### config.mk
export PLATFORM = sky130hd
export DESIGN_NAME = dpm_front
export DESIGN_NICKNAME = d
export VERILOG_FILES = /design/src/rtl/dpm_pkg.sv /design/src/rtl/dpm_front.sv
export SDC_FILE = /design/constraint.sdc
export NUM_CORES = 1
export LEC_CHECK = 0
export BUFFER_PORTS_ARGS = -buffer_cell sky130_fd_sc_hd__clkbuf_2
export CORE_MARGIN = 4
export CORE_UTILIZATION = 52
export DETAILED_ROUTE_END_ITERATION = 10
export GPL_TIMING_DRIVEN = 1
export PLACE_DENSITY = 0.81
export SLEW_MARGIN = 10
export SYNTH_ARGS = -nofsm -noshare
export SYNTH_HDL_FRONTEND = slang
export SYNTH_SLANG_ARGS = --single-unit
### constraint.sdc
create_clock -name clock -period 16.8 [get_ports clock]
set_input_delay 1.68 -clock clock [delete_from_list [all_inputs] [get_ports clock]]
set_output_delay 1.68 -clock clock [all_outputs]
set_load 0.1 [all_outputs]
### src/rtl/dpm_pkg.sv
`default_nettype none
package dpm_pkg;

   localparam int T_W    = 15;   // temperature, hundredths degC, signed
   localparam int H_W    = 14;   // humidity, hundredths percent
   localparam int E_W    = 4;    // exponent of the top set humidity bit
   localparam int LNK_W  = 21;   // ln(rh/100) in q16, signed
   localparam int LO_W   = 16;
   localparam int DF_W   = 12;
   localparam int FR_W   = 12;
   localparam int LNP_W  = 20;
   localparam int N1_W   = 42;   // rounded temperature-term numerator magnitude
   localparam int D1_W   = 22;   // temperature-term divisor
   localparam int Q1_W   = 22;   // temperature-term quotient magnitude
   localparam int K_W    = 23;   // magnus k in q16, signed
   localparam int N2_W   = 43;
   localparam int D2_W   = 29;
   localparam int Q2_W   = 16;
   localparam int DEW_W  = 15;
   localparam int FIFO_DEPTH = 4;
   localparam int FIFO_AW    = $clog2(FIFO_DEPTH);

   localparam logic [LNP_W-1:0]   LN2_Q16     = 20'd45426;
   localparam logic signed [LNK_W-1:0] LN10000_Q16 = 21'sd603609;
   localparam logic signed [31:0] D2_BASE     = 32'sd115474432;  // 1762*65536
   localparam logic [21:0]        DEW_SCALE   = 22'd2431200;
   localparam logic signed [DEW_W+1:0] DEW_MIN = -17'sd12000;
   localparam logic signed [DEW_W+1:0] DEW_MAX = 17'sd12500;

   // ln(1+i/16) in q16
   localparam logic [LO_W-1:0] LN_TAB [17] = '{
      16'd0,     16'd3973,  16'd7719,  16'd11262, 16'd14624, 16'd17821,
      16'd20870, 16'd23783, 16'd26573, 16'd29248, 16'd31818, 16'd34292,
      16'd36675, 16'd38975, 16'd41196, 16'd43345, 16'd45426
   };

   typedef struct packed {
      logic signed [T_W-1:0]   temperature;
      logic signed [LNK_W-1:0] lnk;
      logic                    invalid;
   } dpm_entry_type;

endpackage
`default_nettype wire

### src/rtl/dpm_front.sv
`default_nettype none
module dpm_front (
   input  wire logic                         clock,
   input  wire logic                         reset,
   input  wire logic                         req_valid,
   output logic                              req_stall,
   input  wire logic signed [dpm_pkg::T_W-1:0] req_temperature,
   input  wire logic [dpm_pkg::H_W-1:0]      req_humidity,
   output logic                              push,
   output dpm_pkg::dpm_entry_type            push_entry,
   input  wire logic                         full
);
   import dpm_pkg::*;

   logic                  f1_valid_ff, f1_valid_in;
   logic signed [T_W-1:0] f1_t_ff;
   logic [H_W-1:0]        f1_h_ff;

   logic                  f2_valid_ff, f2_valid_in;
   logic signed [T_W-1:0] f2_t_ff;
   logic                  f2_inv_ff, f2_inv_in;
   logic [E_W-1:0]        f2_e_ff, f2_e_in;
   logic [LO_W-1:0]       f2_lo_ff, f2_lo_in;
   logic [DF_W-1:0]       f2_df_ff, f2_df_in;
   logic [FR_W-1:0]       f2_fr_ff, f2_fr_in;

   logic                  adv;
   logic [29:0]           norm;
   logic [3:0]            idx;
   logic [4:0]            idx_hi;
   logic [24:0]           prod;
   logic [LNP_W-1:0]      ln_pos;

   assign adv       = !f2_valid_ff || !full;
   assign req_stall = !adv;
   assign push      = f2_valid_ff && !full;

   assign f1_valid_in = req_valid;
   assign f2_valid_in = f1_valid_ff;

   // normalize humidity and look up the log segment
   always_comb begin
      f2_e_in = '0;
      for (int i = 0; i < H_W; i++) begin
         if (f1_h_ff[i]) f2_e_in = E_W'(i);
      end
      norm      = {16'b0, f1_h_ff} << (5'd16 - {1'b0, f2_e_in});
      idx       = norm[15:12];
      idx_hi    = {1'b0, idx} + 5'd1;
      f2_fr_in  = norm[11:0];
      f2_lo_in  = LN_TAB[{1'b0, idx}];
      f2_df_in  = DF_W'(LN_TAB[idx_hi] - LN_TAB[{1'b0, idx}]);
      f2_inv_in = (f1_h_ff == '0);
   end

   // interpolate and remove ln(10000)
   always_comb begin
      prod   = 25'(f2_df_ff) * 25'(f2_fr_ff) + 25'd2048;
      ln_pos = LNP_W'(f2_e_ff * LN2_Q16) + LNP_W'(f2_lo_ff) + LNP_W'(prod[24:12]);
      push_entry.temperature = f2_t_ff;
      push_entry.lnk         = $signed({1'b0, ln_pos}) - LN10000_Q16;
      push_entry.invalid     = f2_inv_ff;
   end

   always_ff @(posedge clock) begin
      if (reset) begin
         f1_valid_ff <= 1'b0;
         f2_valid_ff <= 1'b0;
      end else if (adv) begin
         f1_valid_ff <= f1_valid_in;
         f2_valid_ff <= f2_valid_in;
      end
   end

   always_ff @(posedge clock) begin
      if (adv) begin
         f1_t_ff   <= req_temperature;
         f1_h_ff   <= req_humidity;
         f2_t_ff   <= f1_t_ff;
         f2_inv_ff <= f2_inv_in;
         f2_e_ff   <= f2_e_in;
         f2_lo_ff  <= f2_lo_in;
         f2_df_ff  <= f2_df_in;
         f2_fr_ff  <= f2_fr_in;
      end
   end

endmodule
`default_nettype wire

==> results.md <==
CTS:
- The clock tree synthesis step divided the H-tree into 3 levels.
- The clock buffer count from CTS is 9.
- In this run, post-CTS hold repair placed 0 buffers.
- The buffer type at the clock tree root is clkbuf_16.
- The clock transition time at the flip-flop clock pins of the worst setup and hold paths is around 0.060 ns.
- The clock net in this run drives a total of 91 sinks.
- After clock tree synthesis, the setup repair step added 0 buffers.
- Gates resized during post-CTS repair numbered 0.
- The clock tree from TritonCTS is yes.
- The number of buffers on the longest clock path is 2.
- The clock reaches the later pin of the worst-skew pair after 0.34 ns.

Drt:
- The routed wire length per instance is 15.29 um.
- After the first detailed-routing iteration, the DRC count stood at 700.
- After detailed routing, the total wire length is between 20000 and 25000 um.
- The routed layout has 8576 vias.
- Once detail routing completed, the nets flagged for antenna violations numbered 0.
- The number of remaining DRC errors is 0.
- The post-detailed-route via-to-cell ratio is 5.466.
- The number of detailed-routing iterations run before antenna repair is 5.

Setup path:
- The endpoint arrival time on the critical path is around 10 ns.
- The delay of the slowest critical-path stage is around 0.93 ns.
- In this run the worst setup path begins at f2_df_ff[5]$_DFFE_PN_.
- The kind of capture point of the worst setup path is a primary output.
- The largest fanout on the critical path is 12.
- The cell seen most often among critical-path stages is fa_1.
- The startpoint identified for the worst register-to-register timing path is f1_h_ff[13]$_DFFE_PN_.
- The slowest library cell on the worst path is a2111oi_0.
- At the worst endpoint, the required time is 15.12 ns.
- The setup path with the least slack is of type flip-flop to primary output.
- The worst setup path is launched from a flip-flop.

STA:
- The summed negative setup slack over all endpoints is 0 ns.
- After layout, the minimum clock period comes to 11.84 ns.
- The final count of pins violating max slew is 0.
- The relative slew slack is 0.2883.
- On the final layout, the worst clock skew is 0.006154 ns.
- The setup violation total in the final timing report is 0.
- Static timing analysis puts the maximum clock frequency at 84.45 MHz.
- The final-report hold violation count is 0.
- Setup repair after global routing left no endpoint under its margin.
- Dividing the final minimum period by the clock period gives 0.7048.
- At the pin with the least slew margin, the transition time is 1.041 ns.

Synthesis:
- The share of the Yosys chip area taken by registers is 0.2302.
- When the netlist entered floorplanning its net count stood at ~1500.
- inv_1 is the most common cell in the netlist.
- Sorting the synthesized cells by area gives the leading types as edfxtp_1, fa_1, ha_1, inv_1, and2_1.
- After synthesis, the most frequently instantiated cells are inv_1, ha_1, fa_1.
- The async set-or-reset flop fraction in the synthesized netlist is 0.
- The cell accounting for the most synthesized area is edfxtp_1.
- Each instance of the synthesized netlist takes up on average 9.427 um^2.
- The commonest register cell after synthesis is edfxtp_1.
- The netlist area before placement is 11780 um^2.
- In the synthesized netlist, the number of instances is about 1300.
- The synthesis warning total is 0.
- The share of synthesized area in the top cell type comes to 0.2268.
- The number of library cell types mapped by synthesis is 76.
- The number of enable-type register cells in the synthesized netlist is 89.
- The flip-flop and latch count after synthesis is 91.

Cells and area:
- The area of the multi-input gates is 8113 um^2.
- The filler cells instantiated in the layout total 1884.
- The number of diodes added for antenna fixing is 0.
- The fraction of final layout cells with drive strength greater than 1 is 0.09465.
- The sequential cell area is 2713 um^2.
- Compared with the post-synthesis result, the final layout area differs by 6.965%.
- The post-layout net count is 1568.

Placed design:
- The count of port buffers added during placement is 71.
- The placed wire-length estimate is approximately 20000 um.
- The final estimated routing congestion in global placement is 0.9237.

Hold path:
- The startpoint of the worst hold path is f1_t_ff[7]$_DFFE_PN_.
- The tightest min-delay check is of the flip-flop to flip-flop type.

Outcome:
- The flow ran to the end, and the final reports show no timing, DRC or antenna violations.

Global route:
- The global-route wire length before repair is 40210 um.
- In the global route stage, met3 resource usage came out at 0.03642.
- The residual overflow from global routing is 0.
- The initial antenna violation count was 0.
- The total global-route track usage is 0.1980.
- The layer carrying the most global-route usage is met2.
- The maximum number of pins on one net before global-route repair is 50.
- In the global route stage, met2 resource usage came out at 0.3160.
- The via count of the first global-routing pass came to 8253.
- The met1 track demand over resource is 0.2788.

Die:
- The initialized floorplan defines 54 standard-cell rows.
- The die is 158.5 um wide.
- The area of the core is 22030 um^2.
- The initial utilization of the core area, before any placement, comes to 0.5350.
- The number of I/O pins is 72.
- The y dimension of the die is 158.5 um.
- The die covers between 20000 and 30000 um^2.

Job:
- The max-cap check violation count is 0.
==> per-stage QoR <==
step	setup slack (ns)	instances	instance area (um^2)	utilization	hold slack (ns)
6_report	4.959	1569	12600	0.5723	0.4183
5_1_grt	4.572	1569	12600	0.5723	0.4267
4_1_cts	5.067	1569	12600	0.5723	0.4207
3_5_place_dp	5.437	1553	12320	0.5593	0.4054
3_3_place_gp	5.667	1553	12320	0.5593	0.4003
2_1_floorplan	5.595	1250	11780	-	0.4003
==> cell type report <==
cell class,count,area share
Sequential cell,91,0.2152
Clock buffer,10,0.01817
Inverter,204,0.06075
Multi-Input combinational cell,904,0.6436
Clock inverter,6,0.004467
Timing Repair Buffer,74,0.02998
Tap cell,280,0.02779
==> cells in the final DEF (no fill, tap or decap), types with 43 or more instances in the layout <==
cell type / n
nand2_1: 100
ha_1: 133
fa_1: 118
clkbuf_2: 71
and2_1: 96
a21oi_1: 53
edfxtp_1: 89
nor2_1: 70
xnor2_1: 43
inv_1: 199
==> path summary, 6_finish.rpt <==
kind / end / slack, ns / cells after the start
setup / recovery: push_entry[20] / 4.96 / 33
hold / removal: f2_t_ff[7]$_DFFE_PN_ / 0.42 / 0
setup reg to reg: f2_df_ff[11]$_DFFE_PN_ / 8.22 / 28
hold reg to reg: f2_t_ff[7]$_DFFE_PN_ / 0.42 / 0
==> state kept, by name, summed over array words and instances (netlist names) <==
| register | cells |
|---|---|
| f2_lo_ff | 16 |
| f1_t_ff | 15 |
| f2_t_ff | 15 |
| f1_h_ff | 14 |
| f2_df_ff | 12 |
| f2_fr_ff | 12 |
| f2_e_ff | 4 |
| f1_valid_ff | 1 |
| f2_inv_ff | 1 |
| f2_valid_ff | 1 |
==> routing by layer <==
layer / part of all wire / up-vias
met2: 0.46 / 268
met5: 0 / -
met3: 0.059 / 35
li1: - / 4206
met4: 0.023 / 0
met1: 0.46 / 4067
==> worst max-delay path, delay by kind of cell (launching register included) <==
| kind | cells | cell delay (ns) |
|---|---|---|
| fa+ha+maj | 8 | 3.27 |
| buf+inv | 4 | 0.63 |
| compound gates | 12 | 3.51 |
| simple gates | 6 | 1.15 |
| flops | 1 | 0.55 |
| xor+xnor | 3 | 0.69 |
==> kinds of logic after synthesis <==
| kind of cell | Yosys count | share of synthesized area |
|---|---|---|
| multiplexers | 14 | 0.01540 |
| XOR/XNOR | 71 | 0.05405 |
| AND/OR/NAND/NOR | 355 | 0.1534 |
| flip-flops | 91 | 0.2302 |
| AO/OA/AOI/OAI | 213 | 0.1227 |
| adder cells (fa/ha/maj) | 251 | 0.3417 |
| buffers and inverters | 255 | 0.08250 |
Power is not shown: default switching activity piles up to over one toggle a cycle in this logic, so the estimate is an artifact.
