**config.mk**
```make
export PLATFORM = sky130hd
export DESIGN_NAME = dpm_fifo
export DESIGN_NICKNAME = d
export VERILOG_FILES = /design/src/rtl/dpm_pkg.sv /design/src/rtl/dpm_fifo.sv
export SDC_FILE = /design/constraint.sdc
export NUM_CORES = 1
export LEC_CHECK = 0
export ABC_AREA = 1
export BUFFER_PORTS_ARGS = -buffer_cell sky130_fd_sc_hd__buf_2
export CAP_MARGIN = 20
export CORE_MARGIN = 2
export CORE_UTILIZATION = 62
export DETAILED_ROUTE_END_ITERATION = 7
export PLACE_DENSITY = 0.89
export SKIP_LAST_GASP = 1
export SLEW_MARGIN = 20
export SYNTH_ARGS = -nofsm -noshare
export SYNTH_HDL_FRONTEND = slang
export SYNTH_SLANG_ARGS = --single-unit
```
**constraint.sdc**
```tcl
create_clock -name clock -period 2.6 [get_ports clock]
set_input_delay 0 -clock clock [delete_from_list [all_inputs] [get_ports clock]]
set_output_delay 0 -clock clock [all_outputs]
set_load 0.005 [all_outputs]
```
**src/rtl/dpm_pkg.sv**
```systemverilog
`default_nettype none
package dpm_pkg;

   localparam int T_W    = 15;   // temperature, hundredths degC, signed
   localparam int H_W    = 14;   // humidity, hundredths percent
   localparam int E_W    = 4;    // exponent of the top set humidity bit
   localparam int LNK_W  = 21;   // ln(rh/100) in q16, signed
   localparam int LO_W   = 16;
   localparam int DF_W   = 12;
   localparam int FR_W   = 12;
   localparam int LNP_W  = 20;
   localparam int N1_W   = 42;   // rounded temperature-term numerator magnitude
   localparam int D1_W   = 22;   // temperature-term divisor
   localparam int Q1_W   = 22;   // temperature-term quotient magnitude
   localparam int K_W    = 23;   // magnus k in q16, signed
   localparam int N2_W   = 43;
   localparam int D2_W   = 29;
   localparam int Q2_W   = 16;
   localparam int DEW_W  = 15;
   localparam int FIFO_DEPTH = 4;
   localparam int FIFO_AW    = $clog2(FIFO_DEPTH);

   localparam logic [LNP_W-1:0]   LN2_Q16     = 20'd45426;
   localparam logic signed [LNK_W-1:0] LN10000_Q16 = 21'sd603609;
   localparam logic signed [31:0] D2_BASE     = 32'sd115474432;  // 1762*65536
   localparam logic [21:0]        DEW_SCALE   = 22'd2431200;
   localparam logic signed [DEW_W+1:0] DEW_MIN = -17'sd12000;
   localparam logic signed [DEW_W+1:0] DEW_MAX = 17'sd12500;

   // ln(1+i/16) in q16
   localparam logic [LO_W-1:0] LN_TAB [17] = '{
      16'd0,     16'd3973,  16'd7719,  16'd11262, 16'd14624, 16'd17821,
      16'd20870, 16'd23783, 16'd26573, 16'd29248, 16'd31818, 16'd34292,
      16'd36675, 16'd38975, 16'd41196, 16'd43345, 16'd45426
   };

   typedef struct packed {
      logic signed [T_W-1:0]   temperature;
      logic signed [LNK_W-1:0] lnk;
      logic                    invalid;
   } dpm_entry_type;

endpackage
`default_nettype wire

```
**src/rtl/dpm_fifo.sv**
```systemverilog
`default_nettype none
module dpm_fifo (
   input  wire logic                   clock,
   input  wire logic                   reset,
   input  wire logic                   push,
   input  wire dpm_pkg::dpm_entry_type push_entry,
   output logic                        full,
   input  wire logic                   pop,
   output dpm_pkg::dpm_entry_type      pop_entry,
   output logic                        empty
);
   import dpm_pkg::*;

   dpm_entry_type        mem_ff [FIFO_DEPTH];
   logic [FIFO_AW-1:0]   wr_ff, wr_in, rd_ff, rd_in;
   logic [FIFO_AW:0]     cnt_ff, cnt_in;

   assign full      = (cnt_ff == (FIFO_AW+1)'(FIFO_DEPTH));
   assign empty     = (cnt_ff == '0);
   assign pop_entry = mem_ff[rd_ff];

   always_comb begin
      wr_in  = push ? wr_ff + 1'b1 : wr_ff;
      rd_in  = pop  ? rd_ff + 1'b1 : rd_ff;
      cnt_in = cnt_ff + (FIFO_AW+1)'(push) - (FIFO_AW+1)'(pop);
   end

   always_ff @(posedge clock) begin
      if (reset) begin
         wr_ff  <= '0;
         rd_ff  <= '0;
         cnt_ff <= '0;
      end else begin
         wr_ff  <= wr_in;
         rd_ff  <= rd_in;
         cnt_ff <= cnt_in;
      end
   end

   always_ff @(posedge clock) begin
      if (push) mem_ff[wr_ff] <= push_entry;
   end

endmodule
`default_nettype wire

```
==> flow_summary.html <==
<table>
<tr><th>Metric</th><th>Value</th></tr>
<tr><th colspan="2">STA</th></tr>
<tr><td>Max-slew violation total from the final report</td><td>0</td></tr>
<tr><td>Period minus WS final</td><td>2.195 ns</td></tr>
<tr><td>Skew final</td><td>0.01020 ns</td></tr>
<tr><td>Final hold violation count</td><td>0</td></tr>
<tr><td>Slew at the pin with the worst max-slew slack</td><td>0.8896 ns</td></tr>
<tr><td>Total of endpoints with negative setup slack in the final report</td><td>0</td></tr>
<tr><td>Highest achievable clock rate</td><td>0.4557 GHz</td></tr>
<tr><td>Tcrit/Tclk final</td><td>84.41%</td></tr>
<tr><td>Setup repair after global routing missed its margin</td><td>false</td></tr>
<tr><td>Headroom to the max-slew limit</td><td>40.60%</td></tr>
<tr><td>Final Worst Setup Slack</td><td>slightly above 0.4 ns</td></tr>
<tr><td>Sum Neg Setup Slack</td><td>0 ns</td></tr>
<tr><th colspan="2">Pwr</th></tr>
<tr><td>Final Total Pwr</td><td>5819 µW</td></tr>
<tr><td>Power density relative to cell area</td><td>760.3 nW/µm²</td></tr>
<tr><td>Static Leakage</td><td>approximately 0.0031 µW</td></tr>
<tr><td>VDD IR max</td><td>0.5661 mV</td></tr>
<tr><th colspan="2">Floorplanning</th></tr>
<tr><td>Area of the core</td><td>between 9000 and 10000 µm²</td></tr>
<tr><td>Area of the die</td><td>10850 µm²</td></tr>
<tr><td>Die height</td><td>104.2 µm</td></tr>
<tr><td>Boundary Pins</td><td>80</td></tr>
<tr><td>Cell row count</td><td>36</td></tr>
<tr><td>Starting density of the core</td><td>between 60% and 70%</td></tr>
<tr><td>Die X</td><td>104.2 µm</td></tr>
<tr><th colspan="2">Job</th></tr>
<tr><td>Count of max-cap constraint violations</td><td>0</td></tr>
<tr><th colspan="2">Setup path</th></tr>
<tr><td>Kind of start point of the critical path</td><td>flip-flop</td></tr>
<tr><td>Cell with the largest stage delay on the worst path</td><td>sky130_fd_sc_hd__dfxtp_4</td></tr>
<tr><td>Family with the most delay on the worst path</td><td>flip-flops</td></tr>
<tr><td>Worst path required time</td><td>around 2.6 ns</td></tr>
<tr><td>Slowest Stage Delay on Critical Path</td><td>between 0.6 and 0.7 ns</td></tr>
<tr><td>Ordered cell list for the critical path</td><td>buf_12 -&gt; a21oi_1 -&gt; o21ai_0 -&gt; nand2_1 -&gt; buf_2</td></tr>
<tr><td>Crit path buf inv count</td><td>2</td></tr>
<tr><td>Largest fanout of any net on the critical path</td><td>102</td></tr>
<tr><td>Critical path class</td><td>reg -&gt; out</td></tr>
<tr><td>Kind of end point of the critical path</td><td>output port</td></tr>
<tr><td>Data arrival time at the worst-slack endpoint</td><td>2.19 ns</td></tr>
<tr><th colspan="2">Yosys</th></tr>
<tr><td>Number of storage elements in the synthesis netlist</td><td>157</td></tr>
<tr><td>Combined area of all synthesized cells</td><td>6221 µm²</td></tr>
<tr><td>Fraction of the yosys area taken by sequential cells</td><td>74.34%</td></tr>
<tr><td>Syn. warnings</td><td>0</td></tr>
<tr><td>Number of library cell types mapped by synthesis</td><td>16</td></tr>
<tr><td>Cell types occupying the most area after synthesis</td><td>sky130_fd_sc_hd__edfxtp_1, sky130_fd_sc_hd__inv_1, sky130_fd_sc_hd__nand2_1</td></tr>
<tr><td>Post-synthesis average cell area</td><td>12.75 µm²</td></tr>
<tr><td>Cell taking the most area after synthesis</td><td>sky130_fd_sc_hd__edfxtp_1</td></tr>
<tr><td>Cells after synthesis</td><td>488</td></tr>
<tr><td>Total nets after synthesis</td><td>536</td></tr>
<tr><td>Portion of synthesized cell area occupied by the leading cell type</td><td>71.44%</td></tr>
<tr><th colspan="2">Routing</th></tr>
<tr><td>Detailed Routing Iterations Pass 1</td><td>5</td></tr>
<tr><td>Post-route antenna net violation count</td><td>0</td></tr>
<tr><td>Post-DR vias/cell</td><td>5.570</td></tr>
<tr><td>Residual DRC count</td><td>0</td></tr>
<tr><td>DR WL/cell</td><td>18.35 µm</td></tr>
<tr><td>Via total after detailed routing</td><td>between 4000 and 5000</td></tr>
<tr><td>Iter 0 DRT Violations</td><td>415</td></tr>
<tr><td>DRT Wirelength</td><td>13.78 mm</td></tr>
<tr><th colspan="2">Status</th></tr>
<tr><td>Outcome</td><td>finished clean</td></tr>
<tr><th colspan="2">Clock tree</th></tr>
<tr><td>H-tree level count</td><td>4</td></tr>
<tr><td>Clock latency on the worst-skew pair</td><td>0.54 ns</td></tr>
<tr><td>Number of resized instances in the post-cts repair step</td><td>0</td></tr>
<tr><td>Clock-pin transition on the worst setup and hold timing paths</td><td>0.07 ns</td></tr>
<tr><td>Root Buffer Master</td><td>sky130_fd_sc_hd__clkbuf_8</td></tr>
<tr><td>CTS Buf Count</td><td>17</td></tr>
<tr><td>Sinks on the clock net</td><td>~160</td></tr>
<tr><td>Number of buffers on the longest clock path</td><td>2</td></tr>
<tr><td>Number of post-CTS setup repair buffers</td><td>0</td></tr>
<tr><td>CTS tree</td><td>done</td></tr>
<tr><th colspan="2">GRT</th></tr>
<tr><td>All-layer global routing usage</td><td>a little over a quarter</td></tr>
<tr><td>Residual overflow from global routing</td><td>0</td></tr>
<tr><td>Number of global-route vias before repair</td><td>4254</td></tr>
<tr><td>First-pass GRT wire length</td><td>21.47 mm</td></tr>
<tr><td>Largest net degree at the start of global routing</td><td>a little over 100</td></tr>
<tr><td>Number of antenna violations at the first check in global routing</td><td>0</td></tr>
<tr><th colspan="2">Finish</th></tr>
<tr><td>Final non-filler cell total</td><td>751</td></tr>
<tr><td>Ratio of cells with drive above 1 in the final layout</td><td>19.42%</td></tr>
<tr><td>Area Overhead vs Synth</td><td>23.03%</td></tr>
<tr><td>Post-layout nets</td><td>654</td></tr>
<tr><td>N_diodes</td><td>0</td></tr>
<tr><th colspan="2">Worst hold path</th></tr>
<tr><td>Hold crit path type</td><td>in -&gt; reg</td></tr>
<tr><th colspan="2">Placed design</th></tr>
<tr><td>Post-DP HPWL</td><td>~7.2 mm</td></tr>
<tr><td>Cell total after placement</td><td>680</td></tr>
<tr><td># port buffers</td><td>79</td></tr>
<tr><td>Last weighted congestion value of the routability-driven placer</td><td>0.7485</td></tr>
<tr><td>Worst slack, placed</td><td>0.8703 ns</td></tr>
</table>
-- state kept, by name, indices dropped and copies added, names as in the netlist, named ones only --
name    cells
cnt_ff      3
rd_ff       2
wr_ff       2
mem_ff    148
-- worst paths after layout --
| path | cells after the start | slack (ns) | to | startpoint |
|---|---|---|---|---|
| worst max register to register | 4 | 0.81 | mem_ff[0][6] | wr_ff[0] |
| worst min register to register | 2 | 0.47 | flip-flop | rd_ff[1] |
| worst max-delay path | 5 | 0.41 | pop_entry[33] | flip-flop |
| worst min-delay path | 3 | 0.19 | cnt_ff[1] | reset |
-- metal layers --
| layer | up-vias | routed length, µm | GRT usage, % |
|---|---|---|---|
| met3 | 51 | 966 | 5.827 |
| met1 | 1975 | 5044 | 31.04 |
| met4 | 0 | 548 | 15.44 |
| li1 | 1923 | - | - |
| met5 | - | 0 | 0 |
| met2 | 234 | 7219 | 44.64 |
-- metrics by stage --
| stage | instance area [µm²] | hold WS, ns | util, % |
|---|---|---|---|
| 3_5_place_dp | 6714 | 0.2044 | 68.69 |
| 6_report | 7654 | 0.1950 | 78.30 |
| 4_1_cts | 7654 | 0.1759 | 78.30 |
| 3_3_place_gp | 6714 | 0.1954 | 68.69 |
| 5_1_grt | 7654 | 0.2032 | 78.30 |
| 2_1_floorplan | 6221 | 0.07122 | - |
-- placed cells by master, fill, tap and decap left out --
master / count
sky130_fd_sc_hd__a21oi_1: 43
sky130_fd_sc_hd__edfxtp_1: 148
sky130_fd_sc_hd__dfxtp_1: 7
sky130_fd_sc_hd__buf_2: 79
sky130_fd_sc_hd__o21ai_0: 41
sky130_fd_sc_hd__nand2_1: 82
sky130_fd_sc_hd__nor2_1: 4
sky130_fd_sc_hd__dlygate4sd3_1: 40
sky130_fd_sc_hd__o211ai_1: 37
sky130_fd_sc_hd__clkbuf_8: 1
sky130_fd_sc_hd__clkinvlp_4: 2
sky130_fd_sc_hd__inv_2: 4
sky130_fd_sc_hd__dfxtp_4: 1
sky130_fd_sc_hd__fa_1: 1
sky130_fd_sc_hd__buf_4: 2
sky130_fd_sc_hd__inv_6: 7
sky130_fd_sc_hd__nand3_1: 1
sky130_fd_sc_hd__ha_1: 6
sky130_fd_sc_hd__clkbuf_16: 16
sky130_fd_sc_hd__clkinv_4: 3
sky130_fd_sc_hd__buf_12: 2
sky130_fd_sc_hd__inv_1: 87
sky130_fd_sc_hd__inv_8: 2
sky130_fd_sc_hd__nor3_1: 1
sky130_fd_sc_hd__dfxtp_2: 1
-- worst reg2reg max path, cell delays in order (launching register included) --
cell and delay (ns):
sky130_fd_sc_hd__dfxtp_1 0.33, sky130_fd_sc_hd__inv_1 0.13, sky130_fd_sc_hd__ha_1 0.19, sky130_fd_sc_hd__nand2_1 0.08, sky130_fd_sc_hd__inv_2 0.64
-- repair_timing --
item | in CTS | in global routing
endpoints found under the setup margin | 0 | 0
endpoints found under the hold margin | 157 | 0
hold buffers | 40 | 0
-- Yosys cell counts --
master and number:
sky130_fd_sc_hd__edfxtp_1 148, sky130_fd_sc_hd__inv_1 91, sky130_fd_sc_hd__nand2_1 82, sky130_fd_sc_hd__a21oi_1 43
sky130_fd_sc_hd__o21ai_0 41, sky130_fd_sc_hd__o211ai_1 37, sky130_fd_sc_hd__buf_2 16, sky130_fd_sc_hd__dfxtp_1 9
sky130_fd_sc_hd__ha_1 6, sky130_fd_sc_hd__buf_4 5, sky130_fd_sc_hd__nor2_1 4, sky130_fd_sc_hd__clkbuf_1 2
sky130_fd_sc_hd__buf_1 1, sky130_fd_sc_hd__fa_1 1, sky130_fd_sc_hd__nand3_1 1, sky130_fd_sc_hd__nor3_1 1
-- area by class of cell --
class,instances,area [µm²]
tap,133,166.4
multi-input combinational,216,1126
inverter,91,341.6
clock inverter,14,125.1
clock buffer,17,414.1
timing repair buffer,123,850.8
sequential,157,4629
fill,515,2121
-- cells by family after synthesis --
kind of cell	share of synthesized area, %
AO/OA/AOI/OAI	11.22
adder cells (fa/ha/maj)	1.529
buffers and inverters	7.562
flip-flops	74.34
AND/OR/NAND/NOR	5.350
-- power breakdown --
part | switching (µW) | internal (µW)
clock network | 1100 | 1210
logic | 332 | 221
registers | 65.1 | 2890
total | 1500 | 4320
(Power assumes the default switching activity.)
